[src/design/vss_pkg.sv]
package vss_pkg;

    // Grid geometry.
    localparam int GRID_SIZE = 32;
    localparam int IDX_W     = $clog2(GRID_SIZE);
    localparam int N_W       = $clog2(GRID_SIZE + 1);
    localparam int VOX_COUNT = GRID_SIZE * GRID_SIZE * GRID_SIZE;
    localparam int ADDR_W    = $clog2(VOX_COUNT);

    // Distance datapath widths.
    localparam int MAG_W  = 33 + IDX_W;
    localparam int SUM_W  = 2 * MAG_W + 2;
    localparam int ROOT_W = MAG_W + 1;
    localparam int SDF_W  = ROOT_W + 1;
    localparam int SH_W   = ROOT_W - 32;
    localparam int FULL_W = ROOT_W + 32;

    // Divider widths.
    localparam int DIVD_W = 49;
    localparam int DIVS_W = 31;

    // Region bound width.
    localparam int BND_W = 37;

    localparam logic [31:0] ONE_Q16 = 32'h0001_0000;

    localparam logic [2:0] OP_ADD    = 3'd0;
    localparam logic [2:0] OP_SUB    = 3'd1;
    localparam logic [2:0] OP_READ   = 3'd2;
    localparam logic [2:0] OP_WRITE  = 3'd3;
    localparam logic [2:0] OP_BOX    = 3'd4;
    localparam logic [2:0] OP_CLEAR  = 3'd5;

    localparam int CFG_AW = 5;
    localparam logic [2:0] REG_ORIGIN_X = 3'd0;
    localparam logic [2:0] REG_ORIGIN_Y = 3'd1;
    localparam logic [2:0] REG_ORIGIN_Z = 3'd2;
    localparam logic [2:0] REG_CELL_X   = 3'd3;
    localparam logic [2:0] REG_CELL_Y   = 3'd4;
    localparam logic [2:0] REG_CELL_Z   = 3'd5;
    localparam logic [2:0] REG_GRID     = 3'd6;

endpackage

[src/design/vss_sqrt.sv]
module vss_sqrt (
    input  logic                        i_clk,
    input  logic                        i_rst_n,
    input  logic                        i_start,
    input  logic [vss_pkg::SUM_W-1:0]   i_radicand,
    output logic                        o_done,
    output logic [vss_pkg::ROOT_W-1:0]  o_root
);

    localparam int REM_W = vss_pkg::ROOT_W + 2;
    localparam int CNT_W = $clog2(vss_pkg::ROOT_W + 1);

    logic [vss_pkg::SUM_W-1:0]  r_rad;
    logic [REM_W-1:0]           r_rem;
    logic [vss_pkg::ROOT_W-1:0] r_root;
    logic [CNT_W-1:0]           r_cnt;
    logic                       r_busy;
    logic                       r_done;

    logic [REM_W-1:0] rem2;
    logic [REM_W-1:0] trial;
    logic             ge;

    assign rem2  = {r_rem[REM_W-3:0], r_rad[vss_pkg::SUM_W-1 -: 2]};
    assign trial = {r_root, 2'b01};
    assign ge    = rem2 >= trial;

    always_ff @(posedge i_clk) begin
        if (!i_rst_n) begin
            r_busy <= 1'b0;
            r_done <= 1'b0;
            r_cnt  <= '0;
        end else begin
            r_done <= 1'b0;
            if (i_start) begin
                r_busy <= 1'b1;
                r_cnt  <= CNT_W'(vss_pkg::ROOT_W);
            end else if (r_busy) begin
                r_cnt <= r_cnt - CNT_W'(1);
                if (r_cnt == CNT_W'(1)) begin
                    r_busy <= 1'b0;
                    r_done <= 1'b1;
                end
            end
        end
    end

    // One root bit per cycle, two radicand bits shifted in each step.
    always_ff @(posedge i_clk) begin
        if (i_start) begin
            r_rad  <= i_radicand;
            r_rem  <= '0;
            r_root <= '0;
        end else if (r_busy) begin
            r_rad  <= {r_rad[vss_pkg::SUM_W-3:0], 2'b00};
            r_rem  <= ge ? (rem2 - trial) : rem2;
            r_root <= {r_root[vss_pkg::ROOT_W-2:0], ge};
        end
    end

    assign o_done = r_done;
    assign o_root = r_root;

endmodule

[config.mk]
export PLATFORM = sky130hd
export DESIGN_NAME = vss_sqrt
export DESIGN_NICKNAME = d
export VERILOG_FILES = /design/src/design/vss_pkg.sv /design/src/design/vss_sqrt.sv
export SDC_FILE = /design/constraint.sdc
export NUM_CORES = 1
export LEC_CHECK = 0
export ABC_AREA = 1
export BUFFER_PORTS_ARGS = -buffer_cell sky130_fd_sc_hd__buf_4
export CAP_MARGIN = 30
export CORE_ASPECT_RATIO = 1.4
export CORE_MARGIN = 8
export CORE_UTILIZATION = 50
export DETAILED_ROUTE_END_ITERATION = 7
export PLACE_DENSITY = 0.75
export SETUP_SLACK_MARGIN = 0.3
export SYNTH_ARGS = -nofsm -noshare
export SYNTH_HDL_FRONTEND = slang
export SYNTH_SLANG_ARGS = --single-unit
[constraint.sdc]
create_clock -name i_clk -period 4.2 [get_ports i_clk]
set_input_delay 1.05 -clock i_clk [delete_from_list [all_inputs] [get_ports i_clk]]
set_output_delay 1.05 -clock i_clk [all_outputs]
set_load 0.01 [all_outputs]
==> metrics.md <==
| Metric | Value |
|---|---|
| Setup violations, final | `0` |
| First-pass GRT wire length | `43.7 mm` |
| 1st-iter DRT viols | `483` |
| Clock power frac | `20.3%` |
| CP Launch Point | `o_root[0]` |
| CTS Hold Bufs | `0` |
| CTS tree | `built` |
| Combinational power share | `55.9%` |
| Post-Syn Instances | `1402` |
| Slew HR | `48.5%` |
| Clock buffer depth | `2` |
| Worst hold path type | `flop to flop` |
| Pwr/cell area | `726 nW/um2` |
| Cell-internal power | `4.24 mW` |
| WP data arrival | `3.13 ns` |
| Req. time, crit path | `4.53 ns` |
| Via count | `8985` |
| Yosys warns | `0` |
| Antenna Nets Post-Route | `0` |
| Share of cells above drive strength 1 | `12.1%` |
| Most common cell in the netlist | `nand2_1` |
| Worst slew pin tran | `0.772 ns` |
| GR Layer Usage met1 | `23.6%` |
| Fillers | `1854` |
| Setup crit start kind | `flop` |
| Final Skew | `0.0184 ns` |
| Routed len/inst | `15.1 um` |
| Post-route minimum period | `2.79 ns` |
| Top cells by count, synth | `nand2_1, inv_1, dfxtp_1` |
| Die height | `181 um` |
| Max-cap violations | `0` |
| Area grow syn2layout | `18.1%` |
| M3 GR Usage | `5.13%` |
| Die area | `24100 um2` |
| #FFs+latches synth | `164` |
| GR Util met2 | `40.4%` |
| Sw power | `4.04 mW` |
| IO buf count | `120` |
| Critical path fanouts, max | `42` |
| Largest net degree at the start of global routing | `79` |
| Fmax | `358 MHz` |
| GRT overflow | `0` |
| Ys flop type | `dfxtp_1` |
| Die W | `134 um` |
| H-tree depth | `4` |
| Cell row count | `60` |
| Register area | `4060 um2` |
| CP most frequent cell | `nand2_1` |
| Status | `finished, final reports clean` |
| GR peak layer | `met2` |
| Mapped Avg Cell Area | `6.90 um2` |
| Multi-input logic area | `4740 um2` |
| First drt pass iteration count | `5` |
| Vias per inst | `5.08` |
| Layout net count | `1631` |
| Dpl hpwl | `20.2 mm` |
| Sequential element share of the synthesized area | `42.0%` |
| Placed cell count | `1736` |
| Net Sw Frac | `48.8%` |
| Final hold violations | `0` |
| Non-Filler Instances | `1768` |
| Number of flops mapped to enable cells by yosys | `78` |
| Initial antenna violation count | `0` |
| CP max stage cell | `dfxtp_1` |
| Critical path endpoint category | `flop` |
| Initial core utilization | `50.7%` |
| Final slew viol count | `0` |
| Area leader, netlist | `nand2_1` |
| Cell variety after synth | `40` |
| RSZ-0062 raised after global routing | `no` |
| GR Util All Layers | `22.3%` |
| CTS Root Cell | `clkbuf_16` |
| Fin crit share | `66.5%` |
| Io pins | `121` |
| Leak | `6.03 nW` |
| Peak VDD IR | `0.448 mV` |
| Clk_lat worst skew | `0.44 ns` |
| CP max stage delay | `0.40 ns` |
| Mapped Nets | `1526` |
| Vias in the first global route | `9098` |
| Min-delay src | `r_rem[5]` |
| Top cell type's share of synthesized area | `25.3%` |
| CP Class | `flop to flop` |
| # resized after CTS | `0` |
| GPL Wtd Cong | `0.987` |
| Mapped Area | `9680 um2` |
| Clock Sinks | `164` |
| Crit-path cells | `inv_1 > ha_1 > nand2_1 > nand2_1 > nand2_1 > nand2_1 > nand2_1 > nand3_2 > nand2_1 > nand3_2 > nand2_4 > nand2_8 > nand2_2 > nand2_1 > nand2_1 > nand2_1` |
| Routed wire length | `26.6 mm` |
| Inserted Diodes | `0` |
| Drt drc | `0` |
| Clock transition at path regs | `0.07 ns` |
| CTS buffer count | `17` |
| Asr flop ratio synth | `0%` |
| RR Startpoint | `o_root[0]` |
| Core area | `19100 um2` |
| Post-CTS Setup Bufs | `0` |
| Sequential power share | `23.8%` |
| Post-route setup TNS | `0 ns` |
| Leading post-synthesis cells by cell area | `nand2_1, edfxtp_1, dfxtp_1, inv_1, ha_1` |
## metrics by stage
stage	setup WS (ns)	utilization (%)	area [um2]	hold slack (ns)	total power [mW]
floorplan	1.10	-	9680	0.430	5.45
global placement	1.42	56.5	10800	0.452	6.55
detailed placement	1.37	56.5	10800	0.462	6.60
CTS	1.37	59.9	11400	0.477	8.30
global route	1.15	59.9	11400	0.492	8.99
finish	1.41	59.9	11400	0.476	8.29
## layer usage
layer,part of all wire (%),vias to the layer above
met1,40,4083
li1,-,4617
met4,3.6,0
met2,52,233
met5,0,-
met3,4.6,52
## power by group through the flow
stage               registers [mW]  clock network (mW)  logic (mW)
floorplan                     1.98                   0        3.47
global placement              2.00                   0        4.55
detailed placement            2.00                   0        4.59
CTS                           1.97                1.71        4.62
global route                  1.99                1.77        5.23
finish                        1.97                1.68        4.63
## critical path: cells and delay by family (launching register included)
family,cells,cell delay (ns)
adders and majority gates,1,0.39
buffers and inverters,1,0.15
DFF,1,0.40
and+or+nand+nor,14,1.71
## layout by cell type, fill, tap and decap left out, types with 5 or more instances in the layout
cell	netlist	routed
dfxtp_1	86	86
inv_8	0	5
a21oi_1	31	31
clkbuf_16	0	17
nor2_1	82	80
o21ai_0	16	16
nand4_1	7	7
nand2_1	653	653
o21bai_1	5	5
xor2_1	16	16
o22ai_1	38	38
buf_4	3	127
nand3_1	80	80
edfxtp_1	78	78
inv_1	176	175
ha_1	43	43
nor2_2	4	6
nand3b_1	6	6
## final timing paths
kind | slack, ns | cells past startpoint | endpoint
worst max-delay path | 1.41 | 16 | r_rem[31]
worst min register to register | 0.48 | 2 | r_rem[5]
worst max register to register | 1.41 | 16 | r_rem[31]
worst min-delay path | 0.48 | 2 | r_rem[5]
## state kept, by name, indices dropped and copies added, names as in the netlist
register / cells
o_done: 1
o_root: 39
r_busy: 1
r_cnt: 6
r_rad: 78
r_rem: 39
## layout make-up
| type | instances | area share [%] |
|---|---|---|
| multi-input cells | 1017 | 41.5 |
| flip-flops and latches | 164 | 35.6 |
| repair buffers | 129 | 8.70 |
| inverters | 178 | 5.87 |
| clock buffers | 17 | 3.72 |
| well taps | 248 | 2.72 |
| clock inverters | 15 | 1.87 |
## cell families after synthesis
group / count (synthesis) / synth area share [%]
compound gates: 104 / 6.27
xor+xnor: 18 / 1.63
fa+ha+maj: 43 / 5.56
buf+inv: 221 / 9.01
flops: 164 / 42.0
simple gates: 852 / 35.5
(Power assumes the default switching activity.)
