--- config.mk ---
export PLATFORM = sky130hd
export DESIGN_NAME = vss_div
export DESIGN_NICKNAME = d
export VERILOG_FILES = /design/src/design/vss_pkg.sv /design/src/design/vss_div.sv
export SDC_FILE = /design/constraint.sdc
export NUM_CORES = 1
export LEC_CHECK = 0
export BUFFER_PORTS_ARGS = -buffer_cell sky130_fd_sc_hd__clkbuf_2
export CAP_MARGIN = 15
export CORE_ASPECT_RATIO = 0.6
export CORE_MARGIN = 2
export CORE_UTILIZATION = 50
export CTS_BUF_LIST = sky130_fd_sc_hd__clkbuf_4 sky130_fd_sc_hd__clkbuf_8 sky130_fd_sc_hd__clkbuf_16
export CTS_CLUSTER_DIAMETER = 200
export CTS_CLUSTER_SIZE = 12
export DETAILED_ROUTE_END_ITERATION = 12
export PLACE_DENSITY_LB_ADDON = 0.08
export SYNTH_ARGS = -nofsm -noshare
export SYNTH_HDL_FRONTEND = slang
export SYNTH_SLANG_ARGS = --single-unit
--- constraint.sdc ---
create_clock -name i_clk -period 2.7 [get_ports i_clk]
set_input_delay 0.675 -clock i_clk [delete_from_list [all_inputs] [get_ports i_clk]]
set_output_delay 0.675 -clock i_clk [all_outputs]
set_load 0.01 [all_outputs]
--- src/design/vss_pkg.sv ---
package vss_pkg;

    // Grid geometry.
    localparam int GRID_SIZE = 32;
    localparam int IDX_W     = $clog2(GRID_SIZE);
    localparam int N_W       = $clog2(GRID_SIZE + 1);
    localparam int VOX_COUNT = GRID_SIZE * GRID_SIZE * GRID_SIZE;
    localparam int ADDR_W    = $clog2(VOX_COUNT);

    // Distance datapath widths.
    localparam int MAG_W  = 33 + IDX_W;
    localparam int SUM_W  = 2 * MAG_W + 2;
    localparam int ROOT_W = MAG_W + 1;
    localparam int SDF_W  = ROOT_W + 1;
    localparam int SH_W   = ROOT_W - 32;
    localparam int FULL_W = ROOT_W + 32;

    // Divider widths.
    localparam int DIVD_W = 49;
    localparam int DIVS_W = 31;

    // Region bound width.
    localparam int BND_W = 37;

    localparam logic [31:0] ONE_Q16 = 32'h0001_0000;

    localparam logic [2:0] OP_ADD    = 3'd0;
    localparam logic [2:0] OP_SUB    = 3'd1;
    localparam logic [2:0] OP_READ   = 3'd2;
    localparam logic [2:0] OP_WRITE  = 3'd3;
    localparam logic [2:0] OP_BOX    = 3'd4;
    localparam logic [2:0] OP_CLEAR  = 3'd5;

    localparam int CFG_AW = 5;
    localparam logic [2:0] REG_ORIGIN_X = 3'd0;
    localparam logic [2:0] REG_ORIGIN_Y = 3'd1;
    localparam logic [2:0] REG_ORIGIN_Z = 3'd2;
    localparam logic [2:0] REG_CELL_X   = 3'd3;
    localparam logic [2:0] REG_CELL_Y   = 3'd4;
    localparam logic [2:0] REG_CELL_Z   = 3'd5;
    localparam logic [2:0] REG_GRID     = 3'd6;

endpackage

--- src/design/vss_div.sv ---
module vss_div (
    input  logic                          i_clk,
    input  logic                          i_rst_n,
    input  logic                          i_start,
    input  logic [vss_pkg::DIVD_W-1:0]    i_dividend,
    input  logic [vss_pkg::DIVS_W-1:0]    i_divisor,
    output logic                          o_done,
    output logic [vss_pkg::DIVD_W-1:0]    o_quotient
);

    localparam int CNT_W = $clog2(vss_pkg::DIVD_W + 1);

    logic [vss_pkg::DIVD_W-1:0] r_n;
    logic [vss_pkg::DIVS_W-1:0] r_rem;
    logic [vss_pkg::DIVS_W-1:0] r_dvs;
    logic [CNT_W-1:0]           r_cnt;
    logic                       r_busy;
    logic                       r_done;

    logic [vss_pkg::DIVS_W:0] rem2;
    logic [vss_pkg::DIVS_W:0] diff;
    logic                     ge;

    assign rem2 = {r_rem, r_n[vss_pkg::DIVD_W-1]};
    assign diff = rem2 - {1'b0, r_dvs};
    assign ge   = rem2 >= {1'b0, r_dvs};

    always_ff @(posedge i_clk) begin
        if (!i_rst_n) begin
            r_busy <= 1'b0;
            r_done <= 1'b0;
            r_cnt  <= '0;
        end else begin
            r_done <= 1'b0;
            if (i_start) begin
                r_busy <= 1'b1;
                r_cnt  <= CNT_W'(vss_pkg::DIVD_W);
            end else if (r_busy) begin
                r_cnt <= r_cnt - CNT_W'(1);
                if (r_cnt == CNT_W'(1)) begin
                    r_busy <= 1'b0;
                    r_done <= 1'b1;
                end
            end
        end
    end

    // Restoring division: dividend bits leave at the top while quotient
    // bits enter at the bottom of the same shift register.
    always_ff @(posedge i_clk) begin
        if (i_start) begin
            r_n   <= i_dividend;
            r_rem <= '0;
            r_dvs <= i_divisor;
        end else if (r_busy) begin
            r_n   <= {r_n[vss_pkg::DIVD_W-2:0], ge};
            r_rem <= ge ? diff[vss_pkg::DIVS_W-1:0] : rem2[vss_pkg::DIVS_W-1:0];
        end
    end

    assign o_done     = r_done;
    assign o_quotient = r_n;

endmodule

==> results.sh, run 1 <==
export IMPL_ys_warnings_count=0
export IMPL_clock_latency_ps=420
export IMPL_multi_input_area_um2=3360
export IMPL_synthesis_area_um2=6600
export IMPL_dieWidth_um=152
export IMPL_use_met2_pct=37.9
export IMPL_synthAdderAreaFrac_pct=6.56
export IMPL_synth_common_cells="80 x edfxtp_1, 56 x nor2_1, 51 x mux2_2"
export IMPL_use_met1_pct=36.7
export IMPL_dr_total_vias=5766
export IMPL_grt_max_degree=56
export IMPL_cellPowerDensity_nw_per_um2=654
export IMPL_p_leak_nw=3.96
export IMPL_synthCells=634
export IMPL_use_met3_pct=5.93
export IMPL_grt_pass1_vias=5408
export IMPL_ctsRootBufferMaster="clkbuf_16"
export IMPL_cts_sinks=119
export IMPL_setup_ws_ps=-170
export IMPL_cts_made_buffers=17
export IMPL_cts_hold_buffers_added=0
export IMPL_yosys_area_top_type="edfxtp_1"
export IMPL_overflow=0
export IMPL_cap_violations=0
export IMPL_dpl_hpwl_um=12500
export IMPL_dr_pass1_iters=4
export IMPL_syn_area_per_cell_um2=10.4
export IMPL_outcome="finished, violations left"
export IMPL_synth_enable_flop_cells=80
export IMPL_ir_drop_uv=365
export IMPL_dieHeight_um=93.0
export IMPL_grt_use_total_pct=25.4
export IMPL_holdCritPathClass="input pin to register"
export IMPL_layout_drive_gt1_share_pct=40.7
export IMPL_critical_path_arrival_ps=3210
export IMPL_synth_compound_area_share_pct=16.1
export IMPL_ys_ff_latch=119
export IMPL_rsz0062_at_grt="yes"
export IMPL_htree_levels=4
export IMPL_wire_per_inst_um=18.1
export IMPL_netlist_area_leader_share_pct=36.4
export IMPL_synth_mux_area_share_pct=10.2
export IMPL_start_kind="register"
export IMPL_n_antenna_cell=0
export IMPL_die_area_um2=14200
export IMPL_start_util_pct=51.4
export IMPL_fin_setup_tns_ps=-2710
export IMPL_drt_first_iter_violations=376
export IMPL_grt_pass1_wl_um=28100
export IMPL_ant_nets=0
export IMPL_port_buffers=132
export IMPL_ioPinCount=133
export IMPL_clk_pin_slew_worst_paths_ps=60
export IMPL_synth_top_family_by_area="compound AO/OA/AOI/OAI gates"
export IMPL_critical_path_required_ps=3040
export IMPL_ys_types=59
export IMPL_crit_path_end_kind="register"
export IMPL_yosysMostFrequentCell="edfxtp_1"
export IMPL_fin_skew_ps=8.57
export IMPL_fillerInstances=949
export IMPL_vias_per_cell=5.69
export IMPL_drc_errors=0
export IMPL_post_route_period_util_pct=106
export IMPL_synthArstFlopShare_pct=0
export IMPL_worstPathMaxFanout=7
export IMPL_max_slew_margin_pct=56.3
export IMPL_wl_um=18300
export IMPL_antenna_found_initial=0
export IMPL_final_hold_violation_count=0
export IMPL_cts_tree="done"
export IMPL_synth_seq_area_share_pct=48.2
export IMPL_synthXorXnorAreaFrac_pct=3.05
export IMPL_seqCellArea_um2=3180
export IMPL_violations="negative setup slack"
export IMPL_synthFlopType="edfxtp_1"
export IMPL_tightestPinTransition_ps=654
export IMPL_setup_viol_count_final=28
export IMPL_fmax_ghz=0.348
export IMPL_critical_path_class="register to register"
export IMPL_rows=32
export IMPL_gp_congestion=0.949
export IMPL_period_minus_slack_ps=2870
export IMPL_synth_simple_area_share_pct=10.9
export IMPL_synth_net_count=751
export IMPL_synthToLayoutAreaGrowth_pct=36.2
export IMPL_core_area_um2=12900
export IMPL_timing_hold_ws_ps=427
export IMPL_finalNetCount=947
export IMPL_top_usage_layer="met2"
export IMPL_drv_slew=0
export IMPL_finalPower_mw=5.88
export IMPL_cts_buffer_depth=2
export IMPL_synth_area_leaders="edfxtp_1 36%, dfxtp_1 12%, mux2_2 8.7%, ha_1 6.3%, a21oi_1 3.5%"
==> state kept, by name, summed over array words and instances (netlist names) <==
| name | count |
|---|---|
| o_done | 1 |
| o_quotient | 49 |
| r_busy | 1 |
| r_cnt | 6 |
| r_dvs | 31 |
| r_rem | 31 |
==> per-stage QoR <==
| stage | util (%) | instances | area (um^2) | setup WS, ps |
|---|---|---|---|---|
| 2_1_floorplan | - | 634 | 6610 | -37.1 |
| 3_3_place_gp | 60.9 | 962 | 7830 | -121 |
| 3_5_place_dp | 60.9 | 962 | 7830 | -228 |
| 4_1_cts | 68.0 | 1007 | 8740 | -188 |
| 5_1_grt | 70.0 | 1013 | 8990 | -304 |
| 6_report | 70.0 | 1013 | 8990 | -170 |
==> power breakdown <==
| group | total [mW] | internal (mW) | switching, mW |
|---|---|---|---|
| clock network | 2.55 | 1.66 | 0.890 |
| logic | 1.12 | 0.510 | 0.612 |
| registers | 2.21 | 2.13 | 0.0866 |
==> metal layers <==
metal  vias up  part of all wire (%)
met5         -                     0
li1       2735                     -
met2       233                    44
met4         0                   1.4
met1      2771                    47
met3        27                   7.9
==> worst paths after layout <==
| path | depth (start not counted) | slack (ps) | from | to |
|---|---|---|---|---|
| setup / recovery | 11 | -170 | r_dvs[17] | r_rem[28] |
| hold / removal | 1 | 430 | i_divisor[14] | r_dvs[14] |
| setup reg to reg | 11 | -170 | r_dvs[17] | r_rem[28] |
| hold reg to reg | 2 | 490 | r_rem[2] | r_rem[2] |
==> repair_timing <==
| item | 4_1_cts | 5_1_grt |
|---|---|---|
| cloned | 3 | 1 |
| gates resized for setup | 35 | 39 |
| setup buffers | 10 | 7 |
| pin swaps | 21 | 24 |
| setup endpoints to repair | 32 | 32 |
==> cell type report <==
class                   count  share of cell area, %
clock buffers              18                   4.81
repair buffers            212                   15.7
multi-input cells         434                   37.3
well taps                 170                   2.37
flip-flops and latches    119                   35.4
clock inverters            14                   2.50
inverters                  46                   1.92
==> placed cells by master, fill, tap and decap left out, drive strengths merged, types with 11 or more instances in the layout <==
cell      n
a211oi   22
a21oi    46
buf      80
clkbuf  150
dfxtp    39
edfxtp   80
ha       33
inv      47
mux2     52
nand2    33
nand3    11
nor2     57
nor3     14
o21ai    34
xnor2    12
xor2     11
==> logic make-up after synthesis <==
kind of cell | Yosys count
buf+inv | 82
compound gates | 161
simple gates | 154
flops | 119
xor+xnor | 23
fa+ha+maj | 34
mux | 61
==> critical path, cell delays in order (launching register included) <==
cell and delay (ps):
edfxtp_1 380, inv_1 70, ha_1 250, a211oi_1 310, o21bai_1 190, a2111o_1 530
o21ai_4 410, buf_12 190, buf_12 110, and3_1 140, a21oi_1 40, o2bb2ai_1 160
Power figures use the tool's default switching activity.
==> inputs of run 2 (changes only) <==
--- a/config.mk
+++ b/config.mk
@@ -5,11 +5,12 @@
 export SDC_FILE = /design/constraint.sdc
 export NUM_CORES = 1
 export LEC_CHECK = 0
+export ABC_AREA = 1
 export BUFFER_PORTS_ARGS = -buffer_cell sky130_fd_sc_hd__clkbuf_2
 export CAP_MARGIN = 15
 export CORE_ASPECT_RATIO = 0.6
 export CORE_MARGIN = 2
-export CORE_UTILIZATION = 50
+export CORE_UTILIZATION = 51
 export CTS_BUF_LIST = sky130_fd_sc_hd__clkbuf_4 sky130_fd_sc_hd__clkbuf_8 sky130_fd_sc_hd__clkbuf_16
 export CTS_CLUSTER_DIAMETER = 200
 export CTS_CLUSTER_SIZE = 12
==> run 2 against run 1 <==
Net effect:
- the run now ends clean
- setup slack improved by 490 ps
- synthesized area increased by 13%
- global-route usage decreased by 0.30 points
- sequential share of layout area increased by 0.17 points
- count of clock-buffer cells in the layout unchanged
- register-to-register slack improved by 490 ps
- cell area decreased by 0.47%
- utilization decreased by 7.7 points
- critical path depth increased by 6
- worst hold slack improved by 3.3 ps
- via count increased by 16%
- clock skew increased by 11 ps
==> results.sh, run 2 <==
export IMPL_cts_sinks=119
export IMPL_rsz0062_at_grt="no"
export IMPL_setup_ws_ps=319
export IMPL_synthArstFlopShare_pct=0
export IMPL_wire_per_inst_um=13.6
export IMPL_grt_max_degree=49
export IMPL_dr_total_vias=6704
export IMPL_period_minus_slack_ps=2380
export IMPL_holdCritPathClass="input pin to register"
export IMPL_cts_hold_buffers_added=0
export IMPL_max_slew_margin_pct=63.7
export IMPL_ir_drop_uv=363
export IMPL_n_antenna_cell=0
export IMPL_antenna_found_initial=0
export IMPL_rows=34
export IMPL_largest_reg_flops=49
export IMPL_post_route_period_util_pct=88.2
export IMPL_fin_setup_tns_ps=0
export IMPL_timing_hold_ws_ps=431
export IMPL_ant_nets=0
export IMPL_dpl_hpwl_um=14000
export IMPL_port_buffers=132
export IMPL_pre_cts_slack_ps=255
export IMPL_synthFlopType="edfxtp_1"
export IMPL_synthToLayoutAreaGrowth_pct=20.0
export IMPL_layout_drive_gt1_share_pct=17.1
export IMPL_core_area_um2=14400
export IMPL_grt_pass1_vias=6052
export IMPL_vias_per_cell=4.80
export IMPL_die_area_um2=15600
export IMPL_fmax_ghz=0.420
export IMPL_fillerInstances=1386
export IMPL_ys_warnings_count=0
export IMPL_tightestPinTransition_ps=544
export IMPL_final_hold_violation_count=0
export IMPL_final_instance_count_excl_fill=1396
export IMPL_critical_path_class="register to register"
export IMPL_cts_made_buffers=17
export IMPL_start_kind="register"
export IMPL_grt_pass1_wl_um=31200
export IMPL_p_leak_nw=4.94
export IMPL_yosysMostFrequentCell="nand2_1"
export IMPL_finalInstanceArea_um2=8950
export IMPL_yosys_area_top_type="edfxtp_1"
export IMPL_numPlacedInstances=1364
export IMPL_synth_area_leaders="edfxtp_1 32%, nand2_1 23%, dfxtp_1 10%, inv_1 9.2%, ha_1 5.5%"
export IMPL_fin_skew_ps=20.0
export IMPL_drv_slew=0
export IMPL_cts_buffer_depth=2
export IMPL_synth_net_count=1165
export IMPL_grt_use_total_pct=25.1
export IMPL_seqCellArea_um2=3180
export IMPL_clk_pin_slew_worst_paths_ps=60
export IMPL_synth_seq_area_share_pct=42.7
export IMPL_drc_errors=0
export IMPL_ys_ff_latch=119
export IMPL_clock_latency_ps=410
export IMPL_multi_input_area_um2=3420
export IMPL_finalNetCount=1302
export IMPL_mostFrequentLayoutCells="459 x nand2_1, 181 x inv_1, 131 x clkbuf_2, 80 x edfxtp_1, 73 x nand3_1"
export IMPL_ioPinCount=133
export IMPL_crit_path_end_kind="register"
export IMPL_synth_enable_flop_cells=80
export IMPL_synth_common_cells="459 x nand2_1, 182 x inv_1, 80 x edfxtp_1"
export IMPL_wl_um=19000
export IMPL_final_util_pct=62.3
export IMPL_finalPower_mw=5.07
export IMPL_ctsRootBufferMaster="clkbuf_16"
export IMPL_critical_path_required_ps=3050
export IMPL_start_util_pct=51.9
export IMPL_drt_first_iter_violations=528
export IMPL_overflow=0
export IMPL_dr_pass1_iters=5
export IMPL_place_area_um2=8340
export IMPL_final_common_cell="nand2_1"
export IMPL_gp_congestion=1.00
export IMPL_cap_violations=0
export IMPL_dieWidth_um=160
export IMPL_dieHeight_um=97.7
export IMPL_post_cts_setup_buffer_count=0
export IMPL_critical_path_arrival_ps=2730
export IMPL_ys_types=39
export IMPL_synthesis_area_um2=7460
export IMPL_synthCells=1048
export IMPL_cellPowerDensity_nw_per_um2=567
export IMPL_outcome="complete, no violations"
export IMPL_syn_area_per_cell_um2=7.12
export IMPL_cts_tree="done"
export IMPL_htree_levels=4
export IMPL_setup_viol_count_final=0
export IMPL_worstPathMaxFanout=16
export IMPL_netlist_area_leader_share_pct=32.2
run 2: cell type report:
class / count / area share, %
flip-flops and latches: 119 / 35.6
well taps: 198 / 2.77
clock buffers: 18 / 4.91
repair buffers: 144 / 8.69
clock inverters: 14 / 1.85
inverters: 191 / 8.01
multi-input cells: 712 / 38.2
run 2: power by group:
| group | switching [mW] | total [mW] | internal [mW] |
|---|---|---|---|
| registers | 0.0603 | 2.16 | 2.10 |
| clock network | 0.906 | 2.31 | 1.41 |
| logic | 0.378 | 0.601 | 0.223 |
run 2: critical path: stages (launching register included):
cell	delay, ps
edfxtp_1	360
inv_1	80
ha_1	220
fa_1	410
inv_1	120
nand2_1	60
nand2_1	80
nand3_1	80
nand2_1	140
nand2_1	90
nand3_2	80
nand2_4	70
buf_4	230
nand3_2	80
nand2_1	50
clkinv_1	60
nand2_1	50
nand2_1	50
run 2: cell families (layout without fill, tap and decap cells):
family / Yosys count / in the layout / synth area share (%)
AO/OA/AOI/OAI: 40 / 40 / 2.97
AND/OR/NAND/NOR: 622 / 622 / 35.1
buffers and inverters: 217 / 367 / 11.6
adder cells (fa/ha/maj): 34 / 34 / 5.80
flip-flops: 119 / 119 / 42.7
XOR/XNOR: 16 / 16 / 1.88
run 2: path summary, 6_finish.rpt:
kind / endpoint / depth (start not counted) / slack (ps) / startpoint
worst max-delay path: r_rem[29] / 17 / 320 / o_quotient[48]
worst min-delay path: r_dvs[13] / 1 / 430 / i_divisor[13]
worst max register to register: r_rem[29] / 17 / 320 / o_quotient[48]
worst min register to register: r_rem[17] / 2 / 470 / r_rem[17]
run 2: layer usage:
| metal | up-vias | track usage [%] | part of all wire [%] |
|---|---|---|---|
| li1 | 3517 | - | - |
| met1 | 2988 | 40.8 | 54 |
| met2 | 195 | 34.2 | 38 |
| met3 | 4 | 5.34 | 7.6 |
| met4 | 0 | 3.95 | 0.31 |
| met5 | - | 0 | 0 |
run 2: repair_timing:
item	CTS	global route
resized for setup	0	1
setup endpoints to repair	0	1
hold endpoints to repair	0	0
